File: src/design/assert_macros.svh
// ----------------------------------------------------------------------------
// Assertion macros
// Concurrent assertion wrappers used by the wildcard matcher RTL.
// ----------------------------------------------------------------------------
`ifndef ASSERT_MACROS_SVH
`define ASSERT_MACROS_SVH

`ifndef SYNTHESIS

// Property must hold at every clock edge outside reset.
`define WNM_ASSERT(lbl, clk, rst_n, prop, msg) \
	lbl: assert property (@(posedge clk) disable iff (!rst_n) (prop)) else $error(msg);

// Condition must never be true outside reset.
`define WNM_NEVER(lbl, clk, rst_n, cond, msg) \
	lbl: assert property (@(posedge clk) disable iff (!rst_n) !(cond)) else $error(msg);

`else

`define WNM_ASSERT(lbl, clk, rst_n, prop, msg)
`define WNM_NEVER(lbl, clk, rst_n, cond, msg)

`endif

`endif

File: src/design/wnm_pkg.sv
// ----------------------------------------------------------------------------
// wnm_pkg
// Types, constants and helper functions of the wildcard name matcher.
// ----------------------------------------------------------------------------
`default_nettype none

package wnm_pkg;

	// Largest mask the register map can describe.
	localparam int MASK_MAX = 16;
	localparam int LEN_W    = 5;

	// Special mask bytes.
	localparam logic [7:0] CHAR_STAR  = 8'h2A;
	localparam logic [7:0] CHAR_QMARK = 8'h3F;

	// Register reset values; the low word holds "*.*".
	localparam logic [63:0]      MASK_LO_RST  = 64'h0000_0000_002A_2E2A;
	localparam logic [63:0]      MASK_HI_RST  = 64'h0;
	localparam logic [LEN_W-1:0] MASK_LEN_RST = 5'd3;

	// Register indexes, taken from address bits 4:3.
	localparam logic [1:0] REG_MASK_LO  = 2'd0;
	localparam logic [1:0] REG_MASK_HI  = 2'd1;
	localparam logic [1:0] REG_MASK_LEN = 2'd2;

	// Per-cycle control broadcast to every cell of the row.
	typedef struct packed {
		logic accept;   // a transaction is taken this cycle
		logic restart;  // that transaction ends the name
	} wnm_ctrl_t;

	// Fold ASCII a-z to upper case; everything else is unchanged.
	function automatic logic [7:0] fold_case(input logic [7:0] c);
		logic [7:0] r;
		r = c;
		if (c >= 8'h61 && c <= 8'h7A) begin
			r = c - 8'h20;
		end
		return r;
	endfunction

endpackage

`default_nettype wire

File: src/design/wnm_star_cell.sv
// ----------------------------------------------------------------------------
// wnm_star_cell
// One link of the star closure chain: a reachable star position also makes
// the following position reachable.
// ----------------------------------------------------------------------------
`default_nettype none

module wnm_star_cell (
	input  wire logic act,        // position reachable before closure
	input  wire logic close_in,   // reached through a star on the left
	input  wire logic star,       // mask byte at this position is a star
	input  wire logic en,         // position lies inside the mask
	output logic      closed,     // position reachable after closure
	output logic      close_out   // passes reachability to the right
);

	assign closed    = act | close_in;
	assign close_out = closed & star & en;

endmodule

`default_nettype wire

File: src/design/wnm_cell.sv
// ----------------------------------------------------------------------------
// wnm_cell
// One mask position: holds its active bit, closes over stars and decides
// which position the current name byte reaches.
// ----------------------------------------------------------------------------
`default_nettype none

module wnm_cell
	import wnm_pkg::*;
#(
	parameter bit START = 1'b0
) (
	input  wire logic       clk,
	input  wire logic       arst_n,
	input  wire wnm_ctrl_t  ctrl,
	input  wire logic [7:0] mask_byte,
	input  wire logic [7:0] name_fold,
	input  wire logic       en,
	input  wire logic       close_in,
	input  wire logic       take_in,
	output logic            act,
	output logic            nxt,
	output logic            close_out,
	output logic            take_out
);

	logic act_q;
	logic closed;
	logic star;
	logic hit;

	assign star = (mask_byte == CHAR_STAR);
	assign hit  = (mask_byte == CHAR_QMARK) || (fold_case(mask_byte) == name_fold);

	wnm_star_cell u_star (
		.act       (act_q),
		.close_in  (close_in),
		.star      (star),
		.en        (en),
		.closed    (closed),
		.close_out (close_out)
	);

	// A star keeps itself alive; any other match moves one to the right.
	assign nxt      = (closed & en & star) | take_in;
	assign take_out = closed & en & ~star & hit;
	assign act      = act_q;

	always_ff @(posedge clk or negedge arst_n) begin
		if (!arst_n) begin
			act_q <= START;
		end else if (ctrl.accept) begin
			act_q <= ctrl.restart ? START : nxt;
		end
	end

endmodule

`default_nettype wire

File: src/design/wnm_result.sv
// ----------------------------------------------------------------------------
// wnm_result
// Final star closure of an ended name and the registered match result.
// ----------------------------------------------------------------------------
`default_nettype none

module wnm_result #(
	parameter int N  = 16,
	parameter int LW = 5
) (
	input  wire logic          clk,
	input  wire logic          arst_n,
	input  wire logic [N:0]    set_s1,
	input  wire logic          valid_s1,
	input  wire logic [N-1:0]  star_vec,
	input  wire logic [N-1:0]  en_vec,
	input  wire logic [LW-1:0] len_eff,
	input  wire logic          out_stall,
	output logic               adv_s1,
	output logic               out_valid,
	output logic               matched
);

	logic [N:0]   carry;
	logic [N-1:0] closed;
	logic [N:0]   closed_all;
	logic         out_valid_q;
	logic         matched_q;

	assign carry[0] = 1'b0;

	for (genvar i = 0; i < N; i++) begin : g_close
		wnm_star_cell u_close (
			.act       (set_s1[i]),
			.close_in  (carry[i]),
			.star      (star_vec[i]),
			.en        (en_vec[i]),
			.closed    (closed[i]),
			.close_out (carry[i+1])
		);
	end

	assign closed_all = {set_s1[N] | carry[N], closed};

	// The result register takes a pending name whenever it is empty or being drained.
	assign adv_s1 = valid_s1 & (~out_valid_q | ~out_stall);

	always_ff @(posedge clk or negedge arst_n) begin
		if (!arst_n) begin
			out_valid_q <= 1'b0;
		end else if (adv_s1) begin
			out_valid_q <= 1'b1;
		end else if (~out_stall) begin
			out_valid_q <= 1'b0;
		end
	end

	always_ff @(posedge clk) begin
		if (adv_s1) begin
			matched_q <= closed_all[len_eff];
		end
	end

	assign out_valid = out_valid_q;
	assign matched   = matched_q;

endmodule

`default_nettype wire

File: src/design/wildcard_name_matcher_core.sv
// ----------------------------------------------------------------------------
// wildcard_name_matcher_core
// Case-insensitive wildcard matcher: a row of mask-position cells tracks the
// reachable positions of the mask while name bytes stream through.
// ----------------------------------------------------------------------------
//
//   Channel   Direction  Handshake              Payload
//   input     in         in_valid / in_stall    name_byte, last_byte, empty_name
//   output    out        out_valid / out_stall  matched
//   config    in         APB psel/penable       paddr, pwdata -> prdata
//
// One name byte is taken every clock cycle while the input is not stalled: all cell
// positions update together while the star closure ripples along the row in the same
// cycle. After its last transaction a name passes through the final-closure stage and
// then the result register to its result. A stalled result holds the final-closure
// stage, and input stalls only while the stage is full and cannot drain.
// After reset only mask position zero is active and the mask reads "*.*".
//
`default_nettype none
`include "assert_macros.svh"

module wildcard_name_matcher_core
	import wnm_pkg::*;
#(
	parameter int MASK_CHARS = 16
) (
	input  wire logic        clk,
	input  wire logic        arst_n,
	// Name byte stream.
	input  wire logic        in_valid,
	output logic             in_stall,
	input  wire logic [7:0]  name_byte,
	input  wire logic        last_byte,
	input  wire logic        empty_name,
	// Match results.
	output logic             out_valid,
	input  wire logic        out_stall,
	output logic             matched,
	// Configuration port.
	input  wire logic        psel,
	input  wire logic        penable,
	input  wire logic        pwrite,
	input  wire logic [4:0]  paddr,
	input  wire logic [63:0] pwdata,
	output logic [63:0]      prdata,
	output logic             pready
);

	localparam int LW = $clog2(MASK_CHARS + 1);

	// ------------------------------------------------------------------
	// Configuration registers. The address bits above the word offset
	// select the register; writes to unmapped registers are dropped.
	// ------------------------------------------------------------------
	logic [63:0]      mask_lo_q;
	logic [63:0]      mask_hi_q;
	logic [LEN_W-1:0] mask_len_q;
	logic             cfg_wr;

	assign pready = 1'b1;
	assign cfg_wr = psel & penable & pwrite & pready;

	always_ff @(posedge clk or negedge arst_n) begin
		if (!arst_n) begin
			mask_lo_q  <= MASK_LO_RST;
			mask_hi_q  <= MASK_HI_RST;
			mask_len_q <= MASK_LEN_RST;
		end else if (cfg_wr) begin
			case (paddr[4:3])
				REG_MASK_LO:  mask_lo_q  <= pwdata;
				REG_MASK_HI:  mask_hi_q  <= pwdata;
				REG_MASK_LEN: mask_len_q <= pwdata[LEN_W-1:0];
				default: ;
			endcase
		end
	end

	always_comb begin
		case (paddr[4:3])
			REG_MASK_LO:  prdata = mask_lo_q;
			REG_MASK_HI:  prdata = mask_hi_q;
			REG_MASK_LEN: prdata = {{(64-LEN_W){1'b0}}, mask_len_q};
			default:      prdata = 64'h0;
		endcase
	end

	// A length beyond the number of cells is clamped to the full row.
	logic [LW-1:0]         len_eff;
	logic [8*MASK_MAX-1:0] mask_all;

	assign len_eff  = (mask_len_q > LEN_W'(MASK_CHARS)) ? LW'(MASK_CHARS)
	                                                    : mask_len_q[LW-1:0];
	assign mask_all = {mask_hi_q, mask_lo_q};

	// ------------------------------------------------------------------
	// Input handshake and broadcast control.
	// ------------------------------------------------------------------
	logic       valid_s1;
	logic       adv_s1;
	logic       accept;
	logic       restart;
	wnm_ctrl_t  ctrl;
	logic [7:0] name_fold;

	// The final-closure stage is free when empty or when it drains now.
	assign in_stall  = valid_s1 & ~adv_s1;
	assign accept    = in_valid & ~in_stall;
	assign restart   = last_byte | empty_name;
	assign ctrl      = '{accept: accept, restart: restart};
	assign name_fold = fold_case(name_byte);

	// ------------------------------------------------------------------
	// Row of mask-position cells. Closure and take signals ripple from
	// position zero toward the end position.
	// ------------------------------------------------------------------
	logic [MASK_CHARS:0]   close_c;
	logic [MASK_CHARS:0]   take_c;
	logic [MASK_CHARS-1:0] act_vec;
	logic [MASK_CHARS-1:0] nxt_vec;
	logic [MASK_CHARS-1:0] star_vec;
	logic [MASK_CHARS-1:0] en_vec;
	logic                  act_end_q;

	assign close_c[0] = 1'b0;
	assign take_c[0]  = 1'b0;

	for (genvar i = 0; i < MASK_CHARS; i++) begin : g_cell
		assign star_vec[i] = (mask_all[8*i +: 8] == CHAR_STAR);
		assign en_vec[i]   = (len_eff > LW'(i));

		wnm_cell #(
			.START (i == 0)
		) u_cell (
			.clk       (clk),
			.arst_n    (arst_n),
			.ctrl      (ctrl),
			.mask_byte (mask_all[8*i +: 8]),
			.name_fold (name_fold),
			.en        (en_vec[i]),
			.close_in  (close_c[i]),
			.take_in   (take_c[i]),
			.act       (act_vec[i]),
			.nxt       (nxt_vec[i]),
			.close_out (close_c[i+1]),
			.take_out  (take_c[i+1])
		);
	end

	// The end position has no mask byte; it is only ever reached from the left.
	always_ff @(posedge clk or negedge arst_n) begin
		if (!arst_n) begin
			act_end_q <= 1'b0;
		end else if (accept) begin
			act_end_q <= restart ? 1'b0 : take_c[MASK_CHARS];
		end
	end

	// ------------------------------------------------------------------
	// Final-closure stage. An empty-name transaction passes the stored
	// positions untouched, and the result stage closes them over stars.
	// ------------------------------------------------------------------
	logic [MASK_CHARS:0] set_s1;

	always_ff @(posedge clk or negedge arst_n) begin
		if (!arst_n) begin
			valid_s1 <= 1'b0;
		end else if (accept & restart) begin
			valid_s1 <= 1'b1;
		end else if (adv_s1) begin
			valid_s1 <= 1'b0;
		end
	end

	always_ff @(posedge clk) begin
		if (accept & restart) begin
			set_s1 <= empty_name ? {act_end_q, act_vec} : {take_c[MASK_CHARS], nxt_vec};
		end
	end

	wnm_result #(
		.N  (MASK_CHARS),
		.LW (LW)
	) u_result (
		.clk       (clk),
		.arst_n    (arst_n),
		.set_s1    (set_s1),
		.valid_s1  (valid_s1),
		.star_vec  (star_vec),
		.en_vec    (en_vec),
		.len_eff   (len_eff),
		.out_stall (out_stall),
		.adv_s1    (adv_s1),
		.out_valid (out_valid),
		.matched   (matched)
	);

	// ------------------------------------------------------------------
	// Checks.
	// ------------------------------------------------------------------

	// Ending a name leaves only the start position active.
	`WNM_ASSERT(a_restart_start, clk, arst_n,
		(accept & restart) |=> ({act_end_q, act_vec} == {{MASK_CHARS{1'b0}}, 1'b1}),
		"positions not reset to the start after a name ended")

	// Every ended name is queued for its final closure.
	`WNM_ASSERT(a_restart_queues, clk, arst_n,
		(accept & restart) |=> valid_s1,
		"ended name did not enter the final-closure stage")

	// A new result only appears after the final-closure stage held a name.
	`WNM_ASSERT(a_result_source, clk, arst_n,
		$rose(out_valid) |-> $past(valid_s1),
		"result produced without a pending name")

	// A full closure stage behind a stalled result must stall the input.
	`WNM_NEVER(a_no_overrun, clk, arst_n,
		valid_s1 & out_valid & out_stall & ~in_stall,
		"input accepted while the closure stage cannot drain")

endmodule

`default_nettype wire
File: config.mk
export PLATFORM = sky130hd
export DESIGN_NAME = wildcard_name_matcher_core
export DESIGN_NICKNAME = d
export VERILOG_FILES = /design/src/design/wnm_pkg.sv /design/src/design/wnm_star_cell.sv /design/src/design/wnm_cell.sv /design/src/design/wnm_result.sv /design/src/design/wildcard_name_matcher_core.sv
export VERILOG_INCLUDE_DIRS = /design/src /design/src/design
export SDC_FILE = /design/constraint.sdc
export NUM_CORES = 1
export LEC_CHECK = 0
export ABC_AREA = 1
export BUFFER_PORTS_ARGS = -buffer_cell sky130_fd_sc_hd__buf_2
export CAP_MARGIN = 30
export CORE_ASPECT_RATIO = 1.5
export CORE_MARGIN = 2
export CORE_UTILIZATION = 40
export CTS_CLUSTER_DIAMETER = 80
export CTS_CLUSTER_SIZE = 40
export DETAILED_ROUTE_END_ITERATION = 6
export HOLD_SLACK_MARGIN = 0.05
export PLACE_DENSITY = 0.58
export SETUP_SLACK_MARGIN = 0.4
export SLEW_MARGIN = 5
export SYNTH_ARGS = -nofsm -noshare
export SYNTH_HDL_FRONTEND = slang
export SYNTH_SLANG_ARGS = --single-unit
export TNS_END_PERCENT = 20
File: constraint.sdc
create_clock -name clk -period 4.5 [get_ports clk]
set_clock_uncertainty 0.2 [all_clocks]
set_input_delay 0.225 -clock clk [delete_from_list [all_inputs] [get_ports clk]]
set_output_delay 0.225 -clock clk [all_outputs]
set_load 0.01 [all_outputs]
# --- Word level (Yosys, flattened, before mapping) ---
# Cells that the tools add are included.
# W data, S select, Z words.
word_totals:
  out_inout_bits: 68
  reg_bits: 170
  input_bits: 86
classes:
  n_eq_ne: 51
  n_reduce_logical: 38
  n_bitwise: 200
  addsub: 17
  n_lt_le_gt_ge: 52
  n_mux: 43
ops:
  columns: ["operator", "n"]
  rows:
  - ["$eq A8 B6 Y1 const B", 32]
  - ["$pmux W64 S3", 1]
  - ["$ge A8 B7 Y1 const B", 17]
  - ["$le A8 B7 Y1 const B", 17]
  - ["$mux W8", 17]
  - ["$sub A8 B6 Y8 const B", 17]
  - ["$and A1 B1 Y1", 132]
  - ["$eq A8 B8 Y1", 16]
  - ["$or A1 B1 Y1", 48]
  - ["$gt A5 B4 Y1 const B", 8]
  - ["$mux W1", 22]
  - ["$gt A5 B3 Y1 const B", 4]
  - ["$not A1 Y1", 20]
  - ["$logic_and A1 B1 Y1", 17]
  - ["$mux W17", 1]
  - ["$logic_or A1 B1 Y1", 16]
  - ["$gt A5 B1 Y1 const B", 2]
  - ["$gt A5 B2 Y1 const B", 2]
  - ["$lt A5 B6 Y1 const B", 1]
  - ["$reduce_and A2 Y1", 3]
  - ["$bmux W1 S5", 1]
  - ["$gt A5 B5 Y1 const B", 1]
  - ["$mux W5", 1]
  - ["$eq A2 B1 Y1 const B", 1]
  - ["other kinds (4)", 4]

# --- Depth between registers and ports, before layout ---
depth:
  ltp_word: 52
  ltp_mapped: 38
  mapped_depth_nobuf: 38

# --- Cells and area by module ---
# From an unflattened synthesis, not the netlist that was laid out.
unflattened:
  cells_unflattened: 2065
  area_unflattened_um2: 14520.2
modules_own_cells:
  columns: ["mod", "area_per_inst_um2", "seq_area_each_um2", "instances", "cells_each"]
  rows:
  - ["wildcard_name_matcher_core", 7469.7, 3903.7, 1, 861]
  - ["wnm_cell (g_cell[10].u_cell ...)", 385.4, 25.0, 15, 63]
  - ["wnm_star_cell", 17.5, 0.0, 32, 4]
  - ["wnm_cell (g_cell[0].u_cell)", 380.4, 26.3, 1, 64]
  - ["wnm_result", 329.1, 55.1, 1, 67]

# --- Worst setup path before layout ---
# OpenSTA, ideal clock, no wires.
synth_path:
  kind: "register -> register"
  startpoint: "register mask_lo_q[5]"
  endpoint: "register set_s1[15], data pin"
  required_time_ns: 4.170
  arrival_time_ns: 2.813
  n_path_buf: 0
  stages_incl_launch_ff: 39
  setup_slack_ns: 1.357
  cell_sequence: "dfstp_2 > inv_2 > nor2_2 > nand2_2 > nor2_4 > nand3_2 > nand2_1 > nand2_2 > nand2_2 > nand2_2 > nand2_2 > nand2_2 > nand2_2 > nand2_2 > nand2_2 > nand2_2 > nand2_2 > nand2_2 > [... 3 more ...] > nand2_2 > nand2_2 > nand2_2 > nand2_2 > nand2_2 > nand2_2 > nand2_2 > nand2_2 > nand2_2 > nand2_2 > nand2_2 > nand2_2 > nand2_2 > nand2_2 > nand3_2 > nand2_1 > nand2_1 > nand2_1"
synth_between:
  elab_chain_cells: 50
  word_cells_on_any_way: 53
  cone_classes: "1 x eq/ne; 1 x mux; 51 x bitwise"
synth_rtl:
  columns: ["element", "line", "text"]
  rows:
  - ["start, declared", "wildcard_name_matcher_core.sv:55", "logic [63:0] mask_lo_q;"]
  - ["start signal, assigned", "wildcard_name_matcher_core.sv:70", "REG_MASK_LO: mask_lo_q <= pwdata;"]
  - ["$eq A8 B6 Y1 (*)", "wnm_cell.sv:32", "assign star = (mask_byte == CHAR_STAR);"]
  - ["$and A1 B1 Y1 (*) (2 in series)", "wnm_star_cell.sv:18", "assign close_out = closed & star & en;"]
  - ["$or A1 B1 Y1 (*)", "wnm_star_cell.sv:17", "assign closed = act | close_in;"]
  - ["$and A1 B1 Y1 (*) (2 in series)", "wnm_star_cell.sv:18", null]
  - ["$or A1 B1 Y1 (*)", "wnm_star_cell.sv:17", null]
  - ["$and A1 B1 Y1 (*) (2 in series)", "wnm_star_cell.sv:18", null]
  - ["$or A1 B1 Y1 (*)", "wnm_star_cell.sv:17", null]
  - ["$and A1 B1 Y1 (*) (2 in series)", "wnm_star_cell.sv:18", null]
  - ["[... 27 more ...]", null, null]
  - ["$or A1 B1 Y1 (*)", "wnm_star_cell.sv:17", null]
  - ["$and A1 B1 Y1 (*) (2 in series)", "wnm_star_cell.sv:18", null]
  - ["$or A1 B1 Y1 (*)", "wnm_star_cell.sv:17", null]
  - ["$and A1 B1 Y1 (2 in series)", "wnm_star_cell.sv:18", null]
  - ["$or A1 B1 Y1", "wnm_star_cell.sv:17", null]
  - ["$and A1 B1 Y1 (2 in series)", "wnm_cell.sv:45", "assign nxt = (closed & en & star) | take_in;"]
  - ["$or A1 B1 Y1 (*)", "wnm_cell.sv:45", null]
  - ["$mux W17 (*)", "wildcard_name_matcher_core.sv:176", "set_s1 <= empty_name ? {act_end_q, act_vec} : {take_c[MASK_CHARS], nxt_vec};"]
  - ["end signal, assigned", "wildcard_name_matcher_core.sv:176", null]
  - ["end, declared", "wildcard_name_matcher_core.sv:162", "logic [MASK_CHARS:0] set_s1;"]
# Mark *: on every way between the ends. The rest lies on a longest branch, timed or not.
# A chain may end at the register's enable or synchronous reset.

# --- Worst setup path after layout ---
layout_path:
  startpoint: "register mask_lo_q[11]"
  endpoint: "register set_s1[15], data pin"
layout_between:
  elab_chain_cells: 47
  word_cells_on_any_way: 50
  cone_classes: "1 x eq/ne; 1 x mux; 48 x bitwise"
layout_rtl:
  columns: ["element", "line"]
  rows:
  - ["$eq A8 B6 Y1 (*)", "wnm_cell.sv:32"]
  - ["$and A1 B1 Y1 (*) (2 in series)", "wnm_star_cell.sv:18"]
  - ["$or A1 B1 Y1 (*)", "wnm_star_cell.sv:17"]
  - ["$and A1 B1 Y1 (*) (2 in series)", "wnm_star_cell.sv:18"]
  - ["$or A1 B1 Y1 (*)", "wnm_star_cell.sv:17"]
  - ["$and A1 B1 Y1 (*) (2 in series)", "wnm_star_cell.sv:18"]
  - ["$or A1 B1 Y1 (*)", "wnm_star_cell.sv:17"]
  - ["$and A1 B1 Y1 (*) (2 in series)", "wnm_star_cell.sv:18"]
  - ["[... 24 more ...]", null]
  - ["$or A1 B1 Y1 (*)", "wnm_star_cell.sv:17"]
  - ["$and A1 B1 Y1 (*) (2 in series)", "wnm_star_cell.sv:18"]
  - ["$or A1 B1 Y1 (*)", "wnm_star_cell.sv:17"]
  - ["$and A1 B1 Y1 (2 in series)", "wnm_star_cell.sv:18"]
  - ["$or A1 B1 Y1", "wnm_star_cell.sv:17"]
  - ["$and A1 B1 Y1 (2 in series)", "wnm_cell.sv:45"]
  - ["$or A1 B1 Y1 (*)", "wnm_cell.sv:45"]
  - ["$mux W17 (*)", "wildcard_name_matcher_core.sv:176"]
# Marked as above.

==> results.json <==
{
  "grt.total_usage": 0.268,
  "period_minus_slack_ps": 3700,
  "peak_per_stage_delay_on_the_critical_path_ps": 600,
  "clock-root-buffer": "sky130_fd_sc_hd__clkbuf_16",
  "first_iter_violations": 784,
  "regToRegStartpoint": "mask_lo_q[11]",
  "crit_cells": 36,
  "drive_above_1_share": 0.154,
  "globalplace.congestion": 0.930,
  "critical_path.n_buffers_inverters": 0,
  "power.static_leakage_nw": 6.74,
  "cts_tree": "done",
  "total_power_w": 0.00535,
  "place.port_buffers": 149,
  "die-height_um": 211,
  "grt_antenna_before_repair": 0,
  "initial_util": 0.408,
  "detailed_place_hpwl_mm": 29.0,
  "num_vias": 11800,
  "relSlewSlack": 0.319,
  "clock_sink_count": 170,
  "timing_limited_maximum_frequency_ghz": 0.270,
  "worst_hold_path_type": "in -> reg",
  "die_width_um": 142,
  "critPathRequiredTime_ps": 4630,
  "ff2ff_setup_slack_ps": 800,
  "cpLargestDelayFamily": "simple AND/OR/NAND/NOR gates",
  "max_slew_violations": 0,
  "worst_path_max_delay_cell": "sky130_fd_sc_hd__dfstp_2",
  "report.final.setup_viol": 0,
  "synthesis.area_per_instance_um2": 7.19,
  "power_per_cell_area_nw_per_um2": 384,
  "post_synth_num_cell_types": 54,
  "most_common_library_cells_after_synthesis": "sky130_fd_sc_hd__nand2_1, sky130_fd_sc_hd__inv_1, sky130_fd_sc_hd__o21ai_0",
  "timing.rr.end": "set_s1[15]",
  "overflow": 0,
  "synth.ff_latch_count": 170,
  "worst-setup-path-type": "reg -> reg",
  "top_usage_layer": "met2",
  "cp-end-kind": "flop",
  "finalCritPeriodShare": 0.822,
  "count_of_synthesis_stage_warnings_from_yosys": 0,
  "synthFlopType": "sky130_fd_sc_hd__dfrtp_1",
  "critical_path_arrival_ps": 3830,
  "cts-buffers-inserted": 17,
  "grt_util_met3": 0.0372,
  "standard_cell_core_area_um2": 28100,
  "firstDrtPassIters": 5,
  "area_enclosed_by_the_die_boundary_um2": 30000,
  "synth_largest_area_cell": "sky130_fd_sc_hd__dfrtp_1",
  "drc": 0,
  "most_frequent_cell_after_synthesis": "sky130_fd_sc_hd__nand2_1",
  "crit_path_frequent_cell": "sky130_fd_sc_hd__nand2_2",
  "maxCapViolCount": 0,
  "htree_levels": 4,
  "crit_fanout": 6,
  "nNetsFinal": 1893,
  "net_count_of_the_mapped_netlist": 1695,
  "layout-area-overhead-vs-synth_pct": 21.8,
  "wire_length_of_the_first_global_routing_pass_mm": 61.3,
  "pin_count": 154,
  "cts-root-to-sink-buffers": 2,
  "critical_path_source_type": "flop",
  "worst_case_setup_margin_in_the_final_layout_ps": 801,
  "outcome": "completed",
  "routed_wl_mm": 39.7,
  "first_global_vias": 11400,
  "insertion_delay_ps": 460,
  "asyncSetResetFlopFracSynth": 0.894,
  "critical_path_startpoint": "mask_lo_q[11]",
  "grt.met1_usage": 0.335,
  "routed_wire_length_per_instance_um": 18.5,
  "post_synth_edffs": 18,
  "synthCells": 1592,
  "rsz0062_at_grt": "false",
  "max_slew.worst_pin.slew_ps": 1010,
  "worst_hold_slack_ps": 73.3,
  "timing.critical_path.to": "set_s1[15]",
  "synth.cell_area_um2": 11400,
  "synth_seq_area_share": 0.381,
  "setup_tns_ps": 0,
  "diodes": 0,
  "rows": 75,
  "r2r.worst_path.cells": 36,
  "hold_viol": 0,
  "place_ws_ps": 693,
  "drt-vias-per-instance": 5.48,
  "drt.antenna.violating_nets": 0,
  "ys_top_cells_by_area": "sky130_fd_sc_hd__dfrtp_1, sky130_fd_sc_hd__nand2_1, sky130_fd_sc_hd__inv_1, sky130_fd_sc_hd__o21ai_0, sky130_fd_sc_hd__edfxtp_1",
  "grt_max_degree": 97,
  "worst_vdd_ir_mv": 0.283,
  "grt_util_met2": 0.455,
  "synth.top_cell.area_share": 0.304,
  "cts.clk_slew.worst_paths_ps": 60
}
-- cell families after synthesis --
logic type                 after synthesis  synth area share
DFF                                    170             0.381
AOI/OAI and AO/OA                      383             0.197
xor gates and xnor gates                58            0.0444
and+or+nand+nor                        600             0.238
buffers and inverters                  363             0.121
other                                    1          0.000328
adders and majority gates               17            0.0186
-- per-stage QoR --
step	instance area, µm²	std cells	utilization
final	13900	2149	0.497
after detailed placement	12600	2044	0.448
after CTS	13900	2145	0.494
after global routing	13900	2149	0.497
after global placement	12500	2042	0.447
after floorplan	11400	1592	-
-- state kept, by name (all words and copies together), names as in the netlist --
signal	cells
mask_len_q	5
valid_s1	1
u_result.out_valid	1
act_end_q	1
g_cell.u_cell.act	16
set_s1	17
mask_lo_q	64
u_result.matched	1
mask_hi_q	64
-- metal layers --
metal | share of wire | up-vias
met2 | 0.49 | 397
met3 | 0.056 | 68
li1 | - | 5732
met1 | 0.42 | 5579
met4 | 0.038 | 0
met5 | 0 | -
-- placed cells by master, fill, tap and decap left out, types with 10 or more instances in the layout --
cell type                       instances
sky130_fd_sc_hd__nand2_1              305
sky130_fd_sc_hd__inv_1                286
sky130_fd_sc_hd__o21ai_0              199
sky130_fd_sc_hd__buf_2                148
sky130_fd_sc_hd__dfrtp_1              138
sky130_fd_sc_hd__o22ai_1               73
sky130_fd_sc_hd__nor2_1                70
sky130_fd_sc_hd__dlygate4sd3_1         70
sky130_fd_sc_hd__nand3_1               62
sky130_fd_sc_hd__nand4_1               58
sky130_fd_sc_hd__xor2_1                34
sky130_fd_sc_hd__nand2_2               33
sky130_fd_sc_hd__nor3_1                31
sky130_fd_sc_hd__a21oi_1               29
sky130_fd_sc_hd__xnor2_1               24
sky130_fd_sc_hd__buf_4                 23
sky130_fd_sc_hd__clkbuf_16             18
sky130_fd_sc_hd__edfxtp_1              18
sky130_fd_sc_hd__ha_1                  17
sky130_fd_sc_hd__nor4_1                14
sky130_fd_sc_hd__o21ai_1               13
sky130_fd_sc_hd__o2111ai_1             13
sky130_fd_sc_hd__dfstp_2               13
sky130_fd_sc_hd__a221oi_1              10
-- timing repair --
| item | CTS | global route |
|---|---|---|
| hold buffers | 69 | 1 |
| setup endpoints to repair | 0 | 2 |
| gates resized for setup | 0 | 4 |
| hold endpoints to repair | 229 | 13 |
| buffers inserted | 0 | 2 |
-- cell type report --
type                    instances  area, µm²
clock buffers                  25        497
clock inverters                 7        113
inverters                     297       1110
flip-flops and latches        170       4360
fillers                      2817      14100
repair buffers                245       1690
well taps                     346        433
multi-input cells            1059       5730
-- worst min path at each step --
stage / start / end / slack (ps) / cells past startpoint
3_3_place_gp: arst_n / mask_hi_q[25] / 180 / 1
6_report: empty_name / set_s1[3] / 70 / 2
2_1_floorplan: arst_n / act_end_q / -270 / 0
3_5_place_dp: arst_n / mask_hi_q[25] / 190 / 1
5_1_grt: empty_name / set_s1[3] / 90 / 2
4_1_cts: empty_name / set_s1[3] / 60 / 2
-- where the power goes --
| group | switching (W) | total [W] | internal [W] |
|---|---|---|---|
| Sequential | 0.000392 | 0.00222 | 0.00183 |
| Clock | 0.000614 | 0.00155 | 0.000932 |
| Combinational | 0.000968 | 0.00158 | 0.000608 |
| Total | 0.00197 | 0.00535 | 0.00337 |
Power figures use the tool's default switching activity.
